<file path="config.mk">
export PLATFORM = sky130hd
export DESIGN_NAME = gnm_ctrl
export DESIGN_NICKNAME = d
export VERILOG_FILES = /design/src/hw/rtl/assert_macros.svh /design/src/hw/rtl/gnm_pkg.sv /design/src/hw/rtl/gnm_ctrl.sv
export SDC_FILE = /design/constraint.sdc
export NUM_CORES = 1
export LEC_CHECK = 0
export BUFFER_PORTS_ARGS = -buffer_cell sky130_fd_sc_hd__buf_4
export CELL_PAD_IN_SITES_DETAIL_PLACEMENT = 1
export CELL_PAD_IN_SITES_GLOBAL_PLACEMENT = 2
export CORE_UTILIZATION = 33
export CTS_CLUSTER_DIAMETER = 50
export DETAILED_ROUTE_END_ITERATION = 10
export MAX_ROUTING_LAYER = met4
export PLACE_DENSITY = 0.85
export SETUP_SLACK_MARGIN = 0.2
export SLEW_MARGIN = 20
export SYNTH_ARGS = -nofsm -noshare
export SYNTH_HDL_FRONTEND = slang
export SYNTH_SLANG_ARGS = --single-unit
</file>
<file path="constraint.sdc">
create_clock -name i_clk -period 3.6 [get_ports i_clk]
set_input_delay 0.54 -clock i_clk [delete_from_list [all_inputs] [get_ports i_clk]]
set_output_delay 0.54 -clock i_clk [all_outputs]
set_load 0.05 [all_outputs]
</file>
<file path="src/hw/rtl/assert_macros.svh">
// Assertion macros used by the top-level RTL file of the matcher.
`ifndef ASSERT_MACROS_SVH
`define ASSERT_MACROS_SVH
`ifndef SYNTH
`define GNM_ASSERT_IMPL(lbl, clk, rst_n, ante, cons, msg) \
    lbl: assert property (@(posedge clk) disable iff (!rst_n) (ante) |-> (cons)) \
        else $error(msg);
`define GNM_ASSERT_NEXT(lbl, clk, rst_n, ante, cons, msg) \
    lbl: assert property (@(posedge clk) disable iff (!rst_n) (ante) |=> (cons)) \
        else $error(msg);
`else
`define GNM_ASSERT_IMPL(lbl, clk, rst_n, ante, cons, msg)
`define GNM_ASSERT_NEXT(lbl, clk, rst_n, ante, cons, msg)
`endif
`endif

</file>
<file path="src/hw/rtl/gnm_pkg.sv">
// Shared types and constants of the greedy nearest matcher.
`default_nettype none
package gnm_pkg;
    localparam int TABLE_DEPTH_DEF = 256;
    localparam int TIME_BITS_DEF   = 10;
    localparam int SEQ_W    = 20;
    localparam int TS_W     = 10;
    localparam int CELL_W   = 12;
    localparam int CFG_W    = 16;
    localparam int ROWS_W   = 7;
    localparam int LIMIT_W  = 10;
    localparam int X_W      = 6;
    localparam int Y_W      = 12;
    localparam int DIV_STEPS = 12;
    localparam int MARGIN_W = 26;
    localparam int D2_W     = 25;
    localparam int CFG_IDX_W = 2;

    localparam logic [CFG_IDX_W-1:0] CFG_DEADLINE = 2'd0;
    localparam logic [CFG_IDX_W-1:0] CFG_WAIT_LIM = 2'd1;
    localparam logic [CFG_IDX_W-1:0] CFG_SPEED    = 2'd2;
    localparam logic [CFG_IDX_W-1:0] CFG_ROWS     = 2'd3;

    localparam logic [CFG_W-1:0]  SPEED_RST = 16'd256;
    localparam logic [ROWS_W-1:0] ROWS_RST  = 7'd30;
    localparam logic [ROWS_W-1:0] ROWS_MAX  = 7'd64;
    localparam logic [SEQ_W-1:0]  SEQ_MAX   = 20'hFFFFF;

    typedef enum logic [2:0] {
        S_IDLE,
        S_DIV,
        S_SCAN,
        S_DRAIN,
        S_DONE
    } t_state;

    typedef struct packed {
        logic start;
        logic div_step;
        logic scan;
        logic commit;
    } t_cmd;

    typedef struct packed {
        logic pipe_busy;
        logic out_free;
    } t_sts;
endpackage
`default_nettype wire

</file>
<file path="src/hw/rtl/gnm_ctrl.sv">
// Sequencer: divide, scan the table, drain the pipe, commit the result.
`default_nettype none
module gnm_ctrl #(
    parameter int TABLE_DEPTH = gnm_pkg::TABLE_DEPTH_DEF
) (
    input  wire logic                           i_clk,
    input  wire logic                           i_rst_n,
    input  wire logic                           i_in_valid,
    output logic                                o_in_stall,
    input  gnm_pkg::t_sts                       i_sts,
    output gnm_pkg::t_cmd                       o_cmd,
    output logic [$clog2(TABLE_DEPTH)-1:0]      o_addr
);
    import gnm_pkg::*;

    localparam int AW = $clog2(TABLE_DEPTH);
    localparam logic [3:0]    DIV_LAST  = 4'(DIV_STEPS - 1);
    localparam logic [AW-1:0] ADDR_LAST = AW'(TABLE_DEPTH - 1);

    t_state        r_state, n_state;
    logic [3:0]    r_div_cnt, n_div_cnt;
    logic [AW-1:0] r_addr, n_addr;

    always_ff @(posedge i_clk) begin
        if (!i_rst_n) begin
            r_state   <= S_IDLE;
            r_div_cnt <= '0;
            r_addr    <= '0;
        end else begin
            r_state   <= n_state;
            r_div_cnt <= n_div_cnt;
            r_addr    <= n_addr;
        end
    end

    always_comb begin
        n_state   = r_state;
        n_div_cnt = r_div_cnt;
        n_addr    = r_addr;
        case (r_state)
            S_IDLE: begin
                n_div_cnt = '0;
                if (i_in_valid) n_state = S_DIV;
            end
            S_DIV: begin
                n_div_cnt = r_div_cnt + 4'd1;
                if (r_div_cnt == DIV_LAST) begin
                    n_state = S_SCAN;
                    n_addr  = '0;
                end
            end
            S_SCAN: begin
                n_addr = r_addr + AW'(1);
                if (r_addr == ADDR_LAST) n_state = S_DRAIN;
            end
            S_DRAIN: begin
                if (!i_sts.pipe_busy) n_state = S_DONE;
            end
            S_DONE: begin
                if (i_sts.out_free) n_state = S_IDLE;
            end
            default: n_state = S_IDLE;
        endcase
    end

    always_comb begin
        o_in_stall     = (r_state != S_IDLE);
        o_cmd.start    = (r_state == S_IDLE) && i_in_valid;
        o_cmd.div_step = (r_state == S_DIV);
        o_cmd.scan     = (r_state == S_SCAN);
        o_cmd.commit   = (r_state == S_DONE) && i_sts.out_free;
        o_addr         = r_addr;
    end
endmodule
`default_nettype wire

</file>
### After elaboration in Yosys (flattened, before gate mapping)

Cells that the tools add are included.

| word-level totals | value |
|---|---|
| input bits | 5 |
| bits in registers | 15 |
| output and inout port bits | 13 |

| operators by class | value |
|---|---|
| equality and inequality tests | 11 |
| muxes and demuxes | 9 |
| reduce and logical (&&, ||, !) cells | 8 |
| add/sub/neg operators | 2 |

Operators by type and width:

| cell | number |
|---|---|
| $pmux W8 S2 | 1 |
| $mux W3 | 5 |
| $pmux W3 S5 | 1 |
| $add A8 B1 Y8 const B | 1 |
| $eq A8 B8 Y1 const B | 1 |
| $mux W8 | 1 |
| $pmux W4 S2 | 1 |
| $eq A3 B2 Y1 const B | 2 |
| $ne A2 B2 Y1 const B | 3 |
| $reduce_and A5 Y1 | 1 |
| $add A4 B1 Y4 const B | 1 |
| $eq A4 B4 Y1 const B | 1 |
| $ne A2 B1 Y1 const B | 2 |
| $reduce_bool A2 Y1 | 2 |
| $eq A3 B1 Y1 const B | 1 |
| $eq A3 B3 Y1 const B | 1 |
| $logic_not A3 Y1 | 1 |
| $reduce_bool A3 Y1 | 1 |
| $logic_and A1 B1 Y1 | 2 |
| $reduce_and A2 Y1 | 1 |

### Depth between registers and ports, before layout

Gate-level depths: netlist of the first run.

| depth | value |
|---|---|
| word-level depth | 3 |
| depth in mapped cells | 4 |
| gate-level depth less buffers | 4 |

### Least setup slack after synthesis of the first run

Ideal clock, no wire load.

| path | value |
|---|---|
| path kind | flip-flop to output port |
| from | register r_state[1] |
| to | output o_cmd[2] (netlist name) |
| slack | 1.723 ns |
| arrival time | 1.337 ns |
| cell stages (with the launch flop) | 4 |
| data required time | 3.060 ns |
| path through | dfxtp_1 > or2_1 > buf_2 > nor2_1 |

RTL lines:

| element | line | RTL |
|---|---|---|
| from (decl) | gnm_ctrl.sv:20 | `t_state r_state, n_state;` |
| from (signal assigned) | gnm_ctrl.sv:30 | `r_state <= n_state;` |
| to (decl) | gnm_ctrl.sv:11 | `output gnm_pkg::t_cmd o_cmd,` |

==> run metrics, run 1 <==
initial antenna violation count 0; antenna cell count 0; number of H-tree levels 1; number of warnings issued by yosys 0; Slew HR 0.674; slew at the pin closest to its max-slew limit about 0.49 ns; die boundary height between 50 and 60 um; register-to-register setup slack 1.88 ns; maximum number of buffers from clock root to sink 2; largest fanout on the critical path 17; vias per std cell 5.79; clock network latency to the later pin of the worst-skew pair ~0.29 ns; vias post-DR 845; part of the Yosys area used for sequential elements 0.343; post-cts gate resize count 0; TritonRoute pass-1 iters 4; wirelength, routed ~2.4 mm; cell at the root of the clock tree clkbuf_4; DRT iter0 DRCs 12; wire length of the first global-routing pass between 3 and 4 mm; achievable frequency around 0.46 GHz; Syn-to-layout area delta 18.7%; Final TNS setup 0 ns; cell breakdown of the critical path or3b_1 > inv_1 > buf_4; buffers plus inverters on the worst setup path 2; maximum vdd drop ~0.00017 V; vias in the first global route around 800; clock skew after layout approximately 0.0031 ns; Sw Pwr 0.0800 mW; cell count after synthesis between 100 and 150; cell with the largest stage delay on the worst path dfxtp_1; Hold WC Path Type flip-flop to flip-flop; Synth async-reset ratio 0; Placer Congestion 0.709; cell family contributing the most delay on the critical path flip-flops; Max Cap Viol 0; initial standard-cell utilization of the core 0.350; global-route usage over all layers 0.201; Net Count, Synth ~110; Hold Vio Cnt, Final 0; final std cell area, no fill ~1000 sq um; final antenna-violating net count 0; Clock Sinks 15; relative contribution of combinational cells to total power 0.101; kind of critical path flip-flop to primary output; startpoint types flip-flop; Cell Pwr Density ~290 nW/um^2; placed wire-length estimate roughly 1.7 mm; WHS Endpoint r_div_cnt[1]; capturing element type of the critical path primary output; worst flop-to-flop path endpoint o_addr[5]; Primary FF master, synth dfxtp_1; number of synthesized register bits 15; number of buffers inserted by port buffering 17; cell internal power dissipation 0.222 mW; Die Outline Area between 2000 and 3000 sq um; number of setup violations in the final report 0; Distinct cells, synth 40; Placed Area approximately 1000 sq um; leakage dissipation between 0.4 and 0.5 nW; pin count of the biggest net entering global routing 19; unrepaired setup endpoints after global routing false; overall overflow remaining after global route 0; worst reg2reg startpoint r_state[0]; Die X ~53 um; clock share of power 0.332; layout net count ~120; commonest cells after routing, fill and taps aside 17 x buf_4, 15 x dfxtp_1, 8 x nand3_1, 6 x nand2_1; Ports 18; mean post-synth cell area 8.66 sq um; Hold Startpoint r_div_cnt[1]; Post-CTS Hold Fix Bufs 0; Required @ worst endpoint 3.06 ns; post-CTS setup-driven buffer insertion count 0; stage delay of the slowest cell on the critical path 0.64 ns; routed length per placed instance around 17 um; Reg2Reg Depth 3; area inside the core boundary 2500 sq um; cell depth of the worst min-delay path 2; minimum period implied by the final worst setup slack 2.19 ns; outcome finished, final reports clean; Reg power frac 0.568; DR DRC count 0; standard-cell row count 18; switching share of power 0.265; EDFF count, synth 0; final slew viol count 0; share of layout cells above drive strength 1 0.190; crit share post-route 0.609; WP data arrival 1.65 ns; leading cell type in the layout, fill and taps excluded buf_4; Netlist Area Pre-Place 875 sq um; post-CTS clock slew at the launch and capture registers of the worst setup and hold paths about 0.09 ns; TritonCTS clock tree built; Num CTS Buffers 3
area by class of cell:
| type | count | area (sq um) |
|---|---|---|
| multi-input combinational | 76 | 532 |
| inverter | 4 | 15.0 |
| fill | 296 | 1460 |
| sequential | 15 | 300 |
| timing repair buffer | 17 | 128 |
| tap | 30 | 37.5 |
| clock buffer | 4 | 26.3 |
registers in the layout, summed over array words and instances, names as in the netlist:
signal / flops
o_addr: 8
r_div_cnt: 4
r_state: 3
through the flow:
| stage | hold slack, ns | power, mW | setup WS [ns] | std cells | utilization |
|---|---|---|---|---|---|
| after floorplan | 0.458 | 0.195 | 1.72 | 101 | - |
| after global placement | 0.473 | 0.205 | 1.78 | 142 | 0.405 |
| after detailed placement | 0.491 | 0.206 | 1.76 | 142 | 0.405 |
| after CTS | 0.509 | 0.309 | 1.40 | 146 | 0.415 |
| after global routing | 0.529 | 0.318 | 1.33 | 146 | 0.415 |
| final | 0.498 | 0.302 | 1.41 | 146 | 0.415 |
worst max path at each step:
stage                          start  endpoint  slack [ns]  cells past startpoint
after floorplan           r_state[1]  o_cmd[2]        1.72                      3
after global placement    r_state[1]  o_cmd[1]        1.78                      3
after detailed placement  r_state[1]  o_cmd[1]        1.76                      3
after CTS                 r_state[1]  o_cmd[1]        1.40                      3
after global routing      r_state[1]  o_cmd[1]        1.33                      3
final                     r_state[1]  o_cmd[1]        1.41                      3
power groups by stage:
stage	registers, mW	logic, mW	clock network (mW)
global route	0.172	0.0326	0.113
finish	0.172	0.0304	0.100
floorplan	0.173	0.0225	0
detailed placement	0.175	0.0304	0
CTS	0.172	0.0303	0.107
global placement	0.175	0.0297	0
worst min-delay path, stage by stage, from the launching register on:
cell      delay, ns
dfxtp_1        0.34
nand2_1        0.06
a21boi_0       0.06
layer usage:
metal	share of wire	up-vias	global-route usage
met5	0	-	-
met4	0.017	0	0.105
met3	0.017	4	0.0259
met2	0.47	11	0.298
met1	0.50	408	0.264
li1	-	422	-
logic make-up (layout without fill, tap and decap cells):
group,after synthesis,after routing,synth area share
AOI/OAI and AO/OA,25,25,0.209
DFF,15,15,0.343
buffers and inverters,10,25,0.0486
adders and majority gates,2,2,0.0286
and+or+nand+nor,46,46,0.336
muxes,3,3,0.0343
cells in the mapped netlist (2+ instances only):
library cell	count	area (sq um)
nand3b_1	2	15.0
o211a_1	2	20.0
a21oi_1	2	10.0
o2111ai_1	2	17.5
ha_1	2	25.0
nand2b_1	2	12.5
o21ai_0	2	10.0
nor2_1	3	11.3
or4_1	2	15.0
clkbuf_1	2	7.51
o22ai_1	2	12.5
nand4b_1	2	17.5
dfxtp_1	15	300
mux2i_1	3	30.0
a21boi_0	3	22.5
buf_2	4	20.0
nor2b_1	3	18.8
a31oi_1	3	18.8
nor4_1	2	12.5
and4_1	2	17.5
o211ai_1	4	30.0
inv_1	4	15.0
nand2_1	6	22.5
and3_1	2	12.5
nor4b_1	2	17.5
nand4_1	2	12.5
nand3_1	8	40.0
Note: power is estimated with default switching activity, not from simulation.
==> inputs of run 2 (changes only) <==
--- a/config.mk
+++ b/config.mk
@@ -8,11 +8,11 @@
 export BUFFER_PORTS_ARGS = -buffer_cell sky130_fd_sc_hd__buf_4
 export CELL_PAD_IN_SITES_DETAIL_PLACEMENT = 1
 export CELL_PAD_IN_SITES_GLOBAL_PLACEMENT = 2
-export CORE_UTILIZATION = 33
+export CORE_UTILIZATION = 31
 export CTS_CLUSTER_DIAMETER = 50
 export DETAILED_ROUTE_END_ITERATION = 10
 export MAX_ROUTING_LAYER = met4
-export PLACE_DENSITY = 0.85
+export PLACE_DENSITY = 0.8
 export SETUP_SLACK_MARGIN = 0.2
 export SLEW_MARGIN = 20
 export SYNTH_ARGS = -nofsm -noshare
==> constraint.sdc (replaced) <==
create_clock -name i_clk -period 2.2 [get_ports i_clk]
set_input_delay 0.33 -clock i_clk [delete_from_list [all_inputs] [get_ports i_clk]]
set_output_delay 0.33 -clock i_clk [all_outputs]
set_load 0.05 [all_outputs]
==> run 2 against run 1 <==
Compared with the run above:
- critical path depth unchanged
- sequential cell count did not move
- setup slack got worse by 1.1 ns
- combinational power grew 63%
- final cell count did not move
- total power increased by 63%
- critical endpoint is now o_cmd[3]
==> run metrics, run 2 (same netlist as run 1, synthesis figures left out) <==
unrepaired setup endpoints after global routing false; number of H-tree levels 1 (unchanged); overall overflow remaining after global route 0 (unchanged); Placer Congestion 0.770 (+8.5%); cell at the root of the clock tree clkbuf_4; Clock Sinks 15 (unchanged); Ports 18 (unchanged); kind of critical path flip-flop to primary output; Hold Vio Cnt, Final 0 (unchanged); final slew viol count 0 (unchanged); DRT iter0 DRCs 14 (+2); wirelength, routed 2.28 mm (-6.0%); Reg2Reg Depth 3 (unchanged); worst flop-to-flop path endpoint o_addr[5]; TritonCTS clock tree built; switching share of power 0.260 (-0.00443); outcome finished, final reports clean; cell internal power dissipation 0.364 mW (+64%); share of layout cells above drive strength 1 0.207 (+0.0172); maximum vdd drop 0.000264 V (+55%); relative contribution of combinational cells to total power 0.100 (about the same); Max Cap Viol 0 (unchanged); vias post-DR 819 (-3.1%); WP data arrival 1.53 ns (-0.12 ns); number of setup violations in the final report 0 (unchanged); global-route usage over all layers 0.184 (-0.0169); Reg power frac 0.571 (+0.003); maximum number of buffers from clock root to sink 2 (unchanged); vias per std cell 5.61 (-3.1%); Post-CTS Hold Fix Bufs 0 (unchanged); die boundary height 55.1 um (+3.1%); clock share of power 0.329 (-0.003); TritonRoute pass-1 iters 4 (unchanged); leading cell type in the layout, fill and taps excluded buf_4; clock skew after layout 0.00525 ns (+0.00210 ns); wire length of the first global-routing pass 3.80 mm (-2.1%); startpoint of the worst setup timing path r_state[2]; Sw Pwr 0.128 mW (+60%); area inside the core boundary 2570 sq um (+2.7%); commonest cells after routing, fill and taps aside 17 x buf_4, 13 x dfxtp_1, 8 x nand3_1, 6 x nand2_1; Die Outline Area 3040 sq um (+6.2%); crit share post-route 0.847; startpoint types flip-flop; number of buffers inserted by port buffering 17 (unchanged); leakage dissipation 0.428 nW (+0.16%); DR DRC count 0 (unchanged); worst reg2reg startpoint r_state[2]; slew at the pin closest to its max-slew limit 0.499 ns (+0.0114 ns); Num CTS Buffers 3 (unchanged); flip-flop count of the largest register, all copies and words added 8 (unchanged); Required @ worst endpoint 1.87 ns (-1.19 ns); capturing element type of the critical path primary output; post-CTS clock slew at the launch and capture registers of the worst setup and hold paths 0.09 ns (about the same); worst hold margin 0.359 ns (-0.140 ns); final antenna-violating net count 0 (unchanged); standard-cell row count 18 (unchanged); Hold WC Path Type input pin to flip-flop; Final TNS setup 0 ns (unchanged); Cell Pwr Density 473 nW/um^2 (+62%); pin count of the biggest net entering global routing 19 (unchanged); initial standard-cell utilization of the core 0.341 (-0.00921); achievable frequency 0.536 GHz; Die X 55.1 um (+3.1%); post-CTS setup-driven buffer insertion count 0 (unchanged); Critical Path End o_cmd[3]; register-to-register setup slack 0.66 ns (-1.22 ns); Syn-to-layout area delta 19.0%; Total Power Consumption 0.492 mW (+63%); antenna cell count 0 (unchanged); layout net count 124 (unchanged); initial antenna violation count 0 (unchanged); largest fanout on the critical path 15 (-2); vias in the first global route 784 (-1.6%); minimum period implied by the final worst setup slack around 1.9 ns; Slew HR 0.667 (-0.00761); routed length per placed instance 15.6 um (-6.0%); placed wire-length estimate 1.66 mm (-3.5%); clock network latency to the later pin of the worst-skew pair 0.29 ns (about the same); post-cts gate resize count 0 (unchanged)
-- run 2: cell counts in the layout (fill, tap and decap cells not counted) --
No cell type changed its count.
-- run 2: through the flow --
| step | instance area [sq um] | utilization | instances | setup WS [ns] |
|---|---|---|---|---|
| 3_3_place_gp | 1010 | 0.394 | 142 | 0.580 |
| 6_report | 1040 | 0.405 | 146 | 0.336 |
| 3_5_place_dp | 1010 | 0.394 | 142 | 0.563 |
| 2_1_floorplan | 875 | - | 101 | 0.533 |
| 4_1_cts | 1040 | 0.404 | 146 | 0.232 |
| 5_1_grt | 1040 | 0.405 | 146 | 0.227 |
-- run 2: how the worst min path moves through the flow --
stage | slack, ns | from | cells past startpoint | end
global route | 0.35 | i_sts[1] | 3 | r_state[2]
global placement | 0.48 | r_div_cnt[1] | 2 | r_div_cnt[1]
detailed placement | 0.49 | r_div_cnt[1] | 2 | r_div_cnt[1]
floorplan | 0.46 | r_div_cnt[1] | 2 | r_div_cnt[1]
finish | 0.36 | i_sts[1] | 3 | r_state[1]
CTS | 0.35 | i_sts[1] | 3 | r_state[1]
-- run 2: layout make-up --
class / count / area, sq um
flip-flops and latches: 15 / 303
repair buffers: 17 / 128
inverters: 4 / 15.0
fillers: 315 / 1530
multi-input cells: 76 / 532
clock buffers: 4 / 26.3
well taps: 30 / 37.5
-- run 2: routing by layer --
metal / track usage / wire [um] / vias to the layer above
li1: - / - / 420
met4: 0.0500 / 23 / 0
met3: 0.0574 / 129 / 4
met5: - / 0 / -
met1: 0.246 / 1180 / 373
met2: 0.267 / 949 / 22
-- run 2: power by group through the flow --
stage	Clock [mW]	Sequential [mW]	Combinational, mW
3_5_place_dp	0	0.287	0.0495
2_1_floorplan	0	0.283	0.0368
3_3_place_gp	0	0.287	0.0498
4_1_cts	0.171	0.281	0.0497
5_1_grt	0.186	0.282	0.0540
6_report	0.162	0.281	0.0494
-- run 2: critical path, cell delays in order (launching register included) --
cell and delay [ns]:
dfxtp_1 0.64, nor2_1 0.20, and3_1 0.22, buf_4 0.18
==> inputs of run 3 (changes only) <==
==> constraint.sdc (replaced) <==
create_clock -name i_clk -period 1.78 [get_ports i_clk]
set_input_delay 0.267 -clock i_clk [delete_from_list [all_inputs] [get_ports i_clk]]
set_output_delay 0.267 -clock i_clk [all_outputs]
set_load 0.05 [all_outputs]
==> run 3 against run 2 <==
Compared with the run above:
- sequential cell count unchanged
- final cell count increased by 6.2%
- critical path depth unchanged
- utilization increased by 4.0 points
- critical endpoint is now o_cmd[1]
==> run metrics, run 3 (same netlist as run 1, synthesis figures left out) <==
TritonRoute pass-1 iters 4 (unchanged); clock skew after layout 0.00598 ns (+0.000731 ns); number of H-tree levels 1 (unchanged); utilization after layout 0.445 (+0.0400); placed wire-length estimate 1.78 mm (+7.4%); Cell Pwr Density 541 nW/um^2 (+15%); Max Cap Viol 0 (unchanged); leakage dissipation 0.478 nW (+12%); maximum number of buffers from clock root to sink 2 (unchanged); number of standard cells in the layout, taps in and fillers out 155 (+6.2%); final slew viol count 0 (unchanged); startpoint types flip-flop; die boundary height 55.1 um (unchanged); leading cell type in the layout, fill and taps excluded buf_4; vias post-DR 914 (+12%); Die Outline Area 3040 sq um (unchanged); number of setup violations in the final report 0 (unchanged); Fillers 321 (+1.9%); worst hold margin 0.285 ns (-0.0735 ns); crit share post-route 0.898; slew at the pin closest to its max-slew limit 0.351 ns (-0.148 ns); overall overflow remaining after global route 0 (unchanged); share of layout cells above drive strength 1 0.328 (+0.121); Hold WC Path Type input pin to flip-flop; DR DRC count 0 (unchanged); area inside the core boundary 2570 sq um (unchanged); layout net count 133 (+7.3%); stage delay of the slowest cell on the critical path 0.43 ns (-0.21 ns); unrepaired setup endpoints after global routing true; achievable frequency 0.626 GHz; maximum vdd drop 0.000343 V (+30%); standard-cell row count 18 (unchanged); wire length of the first global-routing pass 4.37 mm (+15%); WP data arrival 1.33 ns (-0.20 ns); Ports 18 (unchanged); cell at the root of the clock tree clkbuf_4; clock share of power 0.333 (+0.004); cell internal power dissipation 0.451 mW (+24%); largest fanout on the critical path 7 (-8); Sw Pwr 0.168 mW (+31%); cell breakdown of the critical path or3b_4 > inv_2 > buf_8; DRT iter0 DRCs 13 (-1); clock network latency to the later pin of the worst-skew pair 0.30 ns (about the same); worst reg2reg startpoint r_state[2]; Num CTS Buffers 3 (unchanged); Required @ worst endpoint 1.51 ns (-0.36 ns); initial antenna violation count 0 (unchanged); minimum period implied by the final worst setup slack 1.60 ns; Syn-to-layout area delta 30.8%; flip-flop count of the largest register, all copies and words added 8 (unchanged); routed length per placed instance 17.0 um (+8.8%); vias per std cell 5.90 (+5.1%); cell total after placement 144 (+1.4%); Reg2Reg Depth 5 (+2); Final TNS setup 0 ns (unchanged); antenna cell count 0 (unchanged); pin count of the biggest net entering global routing 19 (unchanged); TritonCTS clock tree built; outcome finished, final reports clean; Clock Sinks 15 (unchanged); initial standard-cell utilization of the core 0.341 (unchanged); cell with the largest stage delay on the worst path or3b_4; post-CTS clock slew at the launch and capture registers of the worst setup and hold paths 0.09 ns (about the same); worst flop-to-flop path endpoint o_addr[7]; Slew HR 0.765 (+0.0984); switching share of power 0.271 (+0.0108); global-route usage over all layers 0.218 (+0.0331); capturing element type of the critical path primary output; kind of critical path flip-flop to primary output; Hold Vio Cnt, Final 0 (unchanged); Post-CTS Hold Fix Bufs 0 (unchanged); final antenna-violating net count 0 (unchanged); wirelength, routed 2.64 mm (+16%); register-to-register setup slack 0.21 ns (-0.45 ns); relative contribution of combinational cells to total power 0.116 (+0.016); Reg power frac 0.551 (-0.020); Critical Path End o_cmd[1]; Placer Congestion 0.781 (+1.5%); number of buffers inserted by port buffering 17 (unchanged); Die X 55.1 um (unchanged); vias in the first global route 881 (+12%); startpoint of the worst setup timing path r_state[2]; commonest cells after routing, fill and taps aside 24 x buf_4, 11 x dfxtp_1, 8 x nand3_1, 6 x nand2_1, 4 x o211ai_1
-- run 3: routing by layer --
layer | vias up | track usage | share of wire
li1 | 442 | - | -
met1 | 445 | 0.279 | 0.48
met2 | 22 | 0.335 | 0.47
met3 | 5 | 0.0246 | 0.035
met4 | 0 | 0.113 | 0.024
met5 | - | - | 0
-- run 3: repair_timing --
item                                    CTS  global route
endpoints found under the setup margin    6             5
resized for setup                        12             3
setup buffers                             7             0
pin swaps                                 0             1
-- run 3: power groups by stage --
stage | sequential (mW) | clock [mW] | combinational (mW)
after floorplan | 0.350 | 0 | 0.0461
after global placement | 0.353 | 0 | 0.0650
after detailed placement | 0.353 | 0 | 0.0661
after CTS | 0.340 | 0.212 | 0.0711
after global routing | 0.342 | 0.239 | 0.0780
final | 0.341 | 0.206 | 0.0721
-- run 3: area by class of cell --
type                    count  area (sq um)  area share
well taps                  30          37.5      0.0328
multi-input cells          76           539       0.472
repair buffers             26           206       0.181
clock buffers               4          26.3      0.0230
inverters                   4          21.3      0.0186
flip-flops and latches     15           313       0.274
-- run 3: worst max-delay path: cells and delay by family (launching register included) --
family | cells | cell delay [ns]
simple gates | 1 | 0.43
flops | 1 | 0.39
buf+inv | 2 | 0.22
-- run 3: worst min-delay path by stage --
| stage | startpoint | to | slack (ns) | depth (start not counted) |
|---|---|---|---|---|
| CTS | i_rst_n | r_state[2] | 0.28 | 2 |
| global route | i_sts[1] | r_state[2] | 0.27 | 3 |
| floorplan | r_div_cnt[1] | r_div_cnt[1] | 0.46 | 2 |
| detailed placement | r_div_cnt[1] | r_div_cnt[1] | 0.48 | 2 |
| finish | i_sts[0] | r_state[2] | 0.29 | 3 |
| global placement | r_div_cnt[1] | r_div_cnt[1] | 0.47 | 2 |
-- run 3: through the flow --
step / setup WS [ns] / power, mW / instance area (sq um)
2_1_floorplan: 0.211 / 0.396 / 878
3_3_place_gp: 0.212 / 0.418 / 1030
3_5_place_dp: 0.162 / 0.420 / 1030
4_1_cts: 0.189 / 0.624 / 1130
5_1_grt: 0.128 / 0.659 / 1140
6_report: 0.182 / 0.619 / 1140
